### src/rtl/ufv_pkg.sv
// Shared types, constants and fixed-point helpers for the upwind face velocity block.
package ufv_pkg;

  // Field widths of the face stream and the configuration port.
  localparam int unsigned VelW  = 32;
  localparam int unsigned ThrW  = 31;
  localparam int unsigned PosW  = 2;
  localparam int unsigned KindW = 2;
  localparam int unsigned IdxW  = 3;
  localparam int unsigned DataW = 32;

  // Width of a full product of two 33-bit signed operands.
  localparam int unsigned ProdW = 66;

  // One half in Q16.16.
  localparam logic signed [VelW-1:0] HalfQ16 = 32'sh0000_8000;

  // Configuration register indexes.
  typedef enum logic [IdxW-1:0] {
    CfgExtrapMode   = 3'd0,
    CfgCourantHalf  = 3'd1,
    CfgZeroThresh   = 3'd2,
    CfgBcLowKind    = 3'd3,
    CfgBcHighKind   = 3'd4,
    CfgBaseEnable   = 3'd5
  } cfg_idx_e;

  // Domain boundary kinds.
  typedef enum logic [KindW-1:0] {
    BcInflow   = 2'd0,
    BcWall     = 2'd1,
    BcOutflow  = 2'd2,
    BcInterior = 2'd3
  } bc_kind_e;

  // Face positions; the unused code is handled as an interior face.
  typedef enum logic [PosW-1:0] {
    FaceInterior = 2'd0,
    FaceLow      = 2'd1,
    FaceHigh     = 2'd2
  } face_pos_e;

  // Configuration state seen by the datapath.
  typedef struct packed {
    logic                extrap_mode;
    logic [VelW-1:0]     courant_half;
    logic [ThrW-1:0]     zero_threshold;
    bc_kind_e            bc_low_kind;
    bc_kind_e            bc_high_kind;
    logic                base_enable;
  } ufv_cfg_t;

  // Saturate a wide signed value to the signed 32-bit range.
  function automatic logic signed [VelW-1:0] sat32(input logic signed [ProdW-1:0] x);
    logic signed [ProdW-1:0] hi;
    logic signed [ProdW-1:0] lo;
    hi = ProdW'(32'sh7FFF_FFFF);
    lo = ProdW'(32'sh8000_0000);
    if (x > hi) begin
      return 32'sh7FFF_FFFF;
    end else if (x < lo) begin
      return 32'sh8000_0000;
    end else begin
      return x[VelW-1:0];
    end
  endfunction

  // Scale a Q16.16 product back with rounding toward minus infinity, then saturate.
  function automatic logic signed [VelW-1:0] qscale(input logic signed [ProdW-1:0] p);
    return sat32(p >>> 16);
  endfunction

endpackage

### src/rtl/ufv_riemann.sv
// Upwind Riemann test on the face states, with optional base velocity.
module ufv_riemann (
  input  logic signed [ufv_pkg::VelW-1:0] l_i,
  input  logic signed [ufv_pkg::VelW-1:0] r_i,
  input  logic signed [ufv_pkg::VelW-1:0] base_i,
  input  ufv_pkg::ufv_cfg_t               cfg_i,
  output logic signed [ufv_pkg::VelW-1:0] res_o
);
  import ufv_pkg::*;

  localparam int unsigned SumW = VelW + 3;

  logic signed [VelW-1:0]   w;
  logic signed [VelW:0]     lw;
  logic signed [VelW:0]     rw;
  logic signed [SumW-1:0]   s;
  logic        [SumW-1:0]   s_abs;
  logic                     diverge;
  logic                     near_zero;

  // Sums of the states with the base velocity folded in.
  always_comb begin
    w         = cfg_i.base_enable ? base_i : '0;
    lw        = (VelW+1)'(l_i) + (VelW+1)'(w);
    rw        = (VelW+1)'(r_i) + (VelW+1)'(w);
    s         = SumW'(l_i) + SumW'(r_i) + (SumW'(w) <<< 1);
    s_abs     = s[SumW-1] ? SumW'(-s) : SumW'(s);
    diverge   = (lw <= 0) && (rw >= 0);
    near_zero = s_abs < SumW'(cfg_i.zero_threshold);
  end

  // Zero on a rarefaction or a vanishing sum, otherwise take the upwind side.
  always_comb begin
    if (diverge || near_zero) begin
      res_o = '0;
    end else if (s > 0) begin
      res_o = l_i;
    end else begin
      res_o = r_i;
    end
  end

endmodule

### config.mk
export PLATFORM = sky130hd
export DESIGN_NAME = ufv_riemann
export DESIGN_NICKNAME = d
export VERILOG_FILES = /design/src/rtl/ufv_pkg.sv /design/src/rtl/ufv_riemann.sv
export SDC_FILE = /design/constraint.sdc
export NUM_CORES = 1
export LEC_CHECK = 0
export BUFFER_PORTS_ARGS = -buffer_cell sky130_fd_sc_hd__buf_2
export CELL_PAD_IN_SITES_DETAIL_PLACEMENT = 0
export CELL_PAD_IN_SITES_GLOBAL_PLACEMENT = 1
export CORE_ASPECT_RATIO = 0.5
export CORE_MARGIN = 2
export CORE_UTILIZATION = 44
export DETAILED_ROUTE_END_ITERATION = 10
export MAX_ROUTING_LAYER = met4
export PLACE_DENSITY_LB_ADDON = 0.1
export SYNTH_ARGS = -nofsm -noshare
export SYNTH_HDL_FRONTEND = slang
export SYNTH_SLANG_ARGS = --single-unit
### constraint.sdc
create_clock -name vclk -period 13.8
set_clock_uncertainty 0.1 [all_clocks]
set_input_delay 2.76 -clock vclk [all_inputs]
set_output_delay 2.76 -clock vclk [all_outputs]
set_load 0.05 [all_outputs]
# Word level (Yosys, flattened, before mapping)
# Index checks and enable logic that the tools add are counted.
# W data, S select, Z words.
# classes
n_lt_le_gt_ge	4
n_reduce_logical	2
add_sub_neg	5
muxes	4
# ops
operator	n
$add A32 B32 Y33	3
$mux W32	3
$lt A35 B31 Y1	1
$mux W35	1
$neg A34 Y35	1
$add A33 B33 Y34	1
$gt A34 B1 Y1 const B	1
$ge A33 B1 Y1 const B	1
$le A33 B1 Y1 const B	1
$logic_and A1 B1 Y1	1
$logic_or A1 B1 Y1	1
# word_totals
wordCells	15
out_inout_bits	32
regBits	0

# Depth between registers and ports, before layout
# logic_depth
word_depth	7
depth_mapped	31
ltp_nobuf	27

# Worst setup path after synthesis
# No wires, ideal clock.
# synth_timing
path_type	input port to output port
start	input port cfg_i[0] in the netlist's numbering
end	output port res_o[10] in the netlist's numbering
arrival_time_ns	8.377
stages	29
n_path_buf	4
path_slack_ns	2.563
cell_sequence	clkbuf_1 -> nand2_1 -> fa_1 -> inv_1 -> ha_1 -> inv_1 -> fa_1 -> nand2b_1 -> a211oi_2 -> o21ai_1 -> a211oi_2 -> or2_1 -> buf_2 -> a41oi_2 -> o211ai_2 -> clkbuf_1 -> nor2_1 -> xnor2_1 -> ha_1 -> nand4_1 -> o21a_1 -> o211ai_1 -> a211oi_1 -> nor2_1 -> nor4_1 -> a211oi_1 -> nand3_2 -> buf_6 -> nor2_1
# synth_between
elab_chain_len	7
word_cells_on_any_way	14
cone_classes	4 x add/sub; 4 x order compare; 4 x mux; 2 x reduce/logical
# synth_rtl
item	line_no	source
start: declaration	ufv_riemann.sv:6	input ufv_pkg::ufv_cfg_t cfg_i,
$mux W32 *	ufv_riemann.sv:23	w = cfg_i.base_enable ? base_i : '0;
$add A33 B33 Y34	ufv_riemann.sv:26	s = SumW'(l_i) + SumW'(r_i) + (SumW'(w) <<< 1);
$neg A34 Y35	ufv_riemann.sv:27	s_abs = s[SumW-1] ? SumW'(-s) : SumW'(s);
$mux W35	ufv_riemann.sv:27	
$lt A35 B31 Y1	ufv_riemann.sv:29	near_zero = s_abs < SumW'(cfg_i.zero_threshold);
$logic_or A1 B1 Y1	ufv_riemann.sv:34	if (diverge || near_zero) begin
$mux W32 *	ufv_riemann.sv:34	
end: declaration	ufv_riemann.sv:7	output logic signed [ufv_pkg::VelW-1:0] res_o
# Mark *: on every way between the ends. The rest lies on a longest branch, timed or not.

# Worst setup path after layout
# layout_timing
start	input port cfg_i[0] in the netlist's numbering
end	output port res_o[18] in the netlist's numbering
# The elaborated chain is that of the path after synthesis.

==> metrics.md <==
| Metric | Value |
|---|---|
| Final period util | 95.2% |
| Pre-CTS WS | 605 ps |
| CP endpoint kind | primary output |
| Min-delay worst type | primary input to primary output |
| Post-DP HPWL | 22.1 mm |
| Final setup margin | 661 ps |
| Final-report hold violation count | 0 |
| Least-Margin Pin Slew | 829 ps |
| Die ar. | 18400 sq um |
| DRC errors left | 0 |
| Top-area cell type share of the netlist area | 20.9% |
| Slew HR | 44.4% |
| Pwr Total | 1.09 mW |
| Switching share of power | 64.3% |
| Met3 Wirelength | 1.65 mm |
| Met2 wire len | 10.2 mm |
| Startpoint Class | primary input |
| Post-DR wirelength/cell | 18.6 microns |
| WP data required | 10940 ps |
| RSZ-0062 raised after global routing | no |
| Worst Path Max Fanout | 33 |
| # port buffers | 160 |
| Row count | 33 |
| Post-Layout Cell Count | 1370 |
| CP most frequent cell | nor2_1 |
| Setup TNS | 0 ps |
| Initial drt markers | 574 |
| Pin count of the biggest net entering global routing | 34 |
| RD Place Congestion | 1.04 |
| Final Setup Violations | 0 |
| Crit path time final | 13140 ps |
| Nets | 1471 |
| Logic gate share of total power | 100.0% |
| Max layer used | met4 |
| P_leak | 4.21 nW |
| Die W | 190 microns |
| Crit path DAT | 10280 ps |
| Cts hold-fix bufs | 0 |
| Initial antenna violation count | 0 |
| Via count of the first global-routing pass | 7453 |
| Syn. warnings | 0 |
| Internal Power | 0.388 mW |
| # diodes | 0 |
| Drt pass-1 iters | 7 |
| Slowest-stage cell, CP | nand3_2 |
| Seq_cells | 0 |
| DR vias | 8025 |
| Fin. max-slew vios | 0 |
| Layout area overhead | 12.2% |
| Most instantiated cells after synthesis | 127 x ha_1, 86 x nor2_1, 85 x a21oi_1 |
| DR vias/cell | 5.86 |
| Seq pwr share | 0% |
| Seq/Total Area, Yosys | 0% |
| # IOs | 197 |
| Post-Syn Area | 7600 sq um |
| Core Area | 16600 sq um |
| P per Cell Area | 128 nW/um^2 |
| Die height | 96.9 microns |
| Synth area leaders | ha_1 21%, fa_1 9.0%, a21oi_1 5.6%, mux2i_1 5.1%, xnor2_1 5.1% |
| Placed Cells incl. Taps | 1370 |
| FILL cells | 1693 |
| Clock share of power | 0% |
| ANT nets after route | 0 |
| Cells after Synth | 1014 |
| Register area | 0 sq um |
| Max incr delay on CP | 790 ps |
| Post-Syn Area per Cell | 7.49 sq um |
| Initial Util | 45.7% |
| Share of layout cells above drive strength 1 | 17.8% |
| Metal1 wirelength | 13.3 mm |
| Maximum VDD drop | 0.0863 mV |
| Status | finished, final reports clean |
| Syn_nets | 1340 |
| WL final | 25.5 mm |
| Clock buffer count | 0 |
| NetSw | 0.700 mW |
| Synth area leader | ha_1 |
| CP Class | primary input to primary output |
| Top-count cell post-synth | ha_1 |
| Total grt overflow | 0 |
| GRT Overall Usage | 27.4% |
| Synth cell types | 86 |
| Global-route wire length before repair | 39.9 mm |
| Max-cap violation count | 0 |
| Max Freq | 0.0761 GHz |
[kinds of logic (layout without fill, tap and decap cells)]
group / after synthesis / after routing / share of synthesized area, %
buf+inv: 89 / 218 / 5.16
mux: 42 / 42 / 5.58
simple gates: 345 / 345 / 23.6
xor+xnor: 66 / 66 / 7.71
fa+ha+maj: 161 / 161 / 29.9
compound gates: 311 / 311 / 28.1
[critical path: cells and delay by family]
kind            cells  cell delay [ps]
compound gates     12             3080
xor+xnor            1              170
fa+ha+maj           4             1330
buf+inv             4              860
simple gates        8             2020
[through the flow]
stage	cell area (sq um)	hold slack, ps	util, %
after floorplan	7600	5730	-
after global placement	8520	5910	51.2
after detailed placement	8520	5910	51.2
after CTS	8520	5910	51.2
after global routing	8520	5930	51.2
final	8520	5910	51.2
[layer usage]
| metal | global-route usage, % | vias to the layer above |
|---|---|---|
| li1 | - | 4022 |
| met3 | 2.79 | 34 |
| met5 | - | - |
| met2 | 38.7 | 237 |
| met4 | 4.23 | 0 |
| met1 | 42.1 | 3732 |
[cell type report]
class | count | area, sq um | area share [%]
inverter | 55 | 206 | 2.42
multi-input combinational | 925 | 7210 | 84.6
timing repair buffer | 163 | 823 | 9.66
tap | 227 | 284 | 3.33
[worst paths after layout]
check         to  cells past startpoint  slack, ps      from
max    res_o[18]                     29        660  cfg_i[0]
min    res_o[27]                      4       5910   r_i[27]
[power groups by stage]
stage / logic [mW] / registers, mW / clock network [mW]
global placement: 1.06 / 0 / 0
floorplan: 0.850 / 0 / 0
CTS: 1.08 / 0 / 0
finish: 1.09 / 0 / 0
global route: 1.19 / 0 / 0
detailed placement: 1.08 / 0 / 0
[cell usage in the layout (no fill, tap or decap), types with 11 or more instances in the layout]
cell type / instances
nand3_1: 23
o21a_1: 13
o21ai_0: 56
inv_1: 55
nand2_1: 73
nor2_1: 86
a31oi_1: 11
and2_1: 35
a21o_1: 41
fa_1: 34
nand2b_1: 11
nor3_1: 21
nor2b_1: 12
xnor2_1: 44
nand4_1: 27
ha_1: 127
mux2i_1: 39
a21oi_1: 85
xor2_1: 21
buf_2: 160
[timing repair]
item                       in CTS  in global routing
gates resized for setup         0                  1
buffers inserted                0                  0
setup endpoints to repair       0                 32
Note: power is estimated with default switching activity, not from simulation.
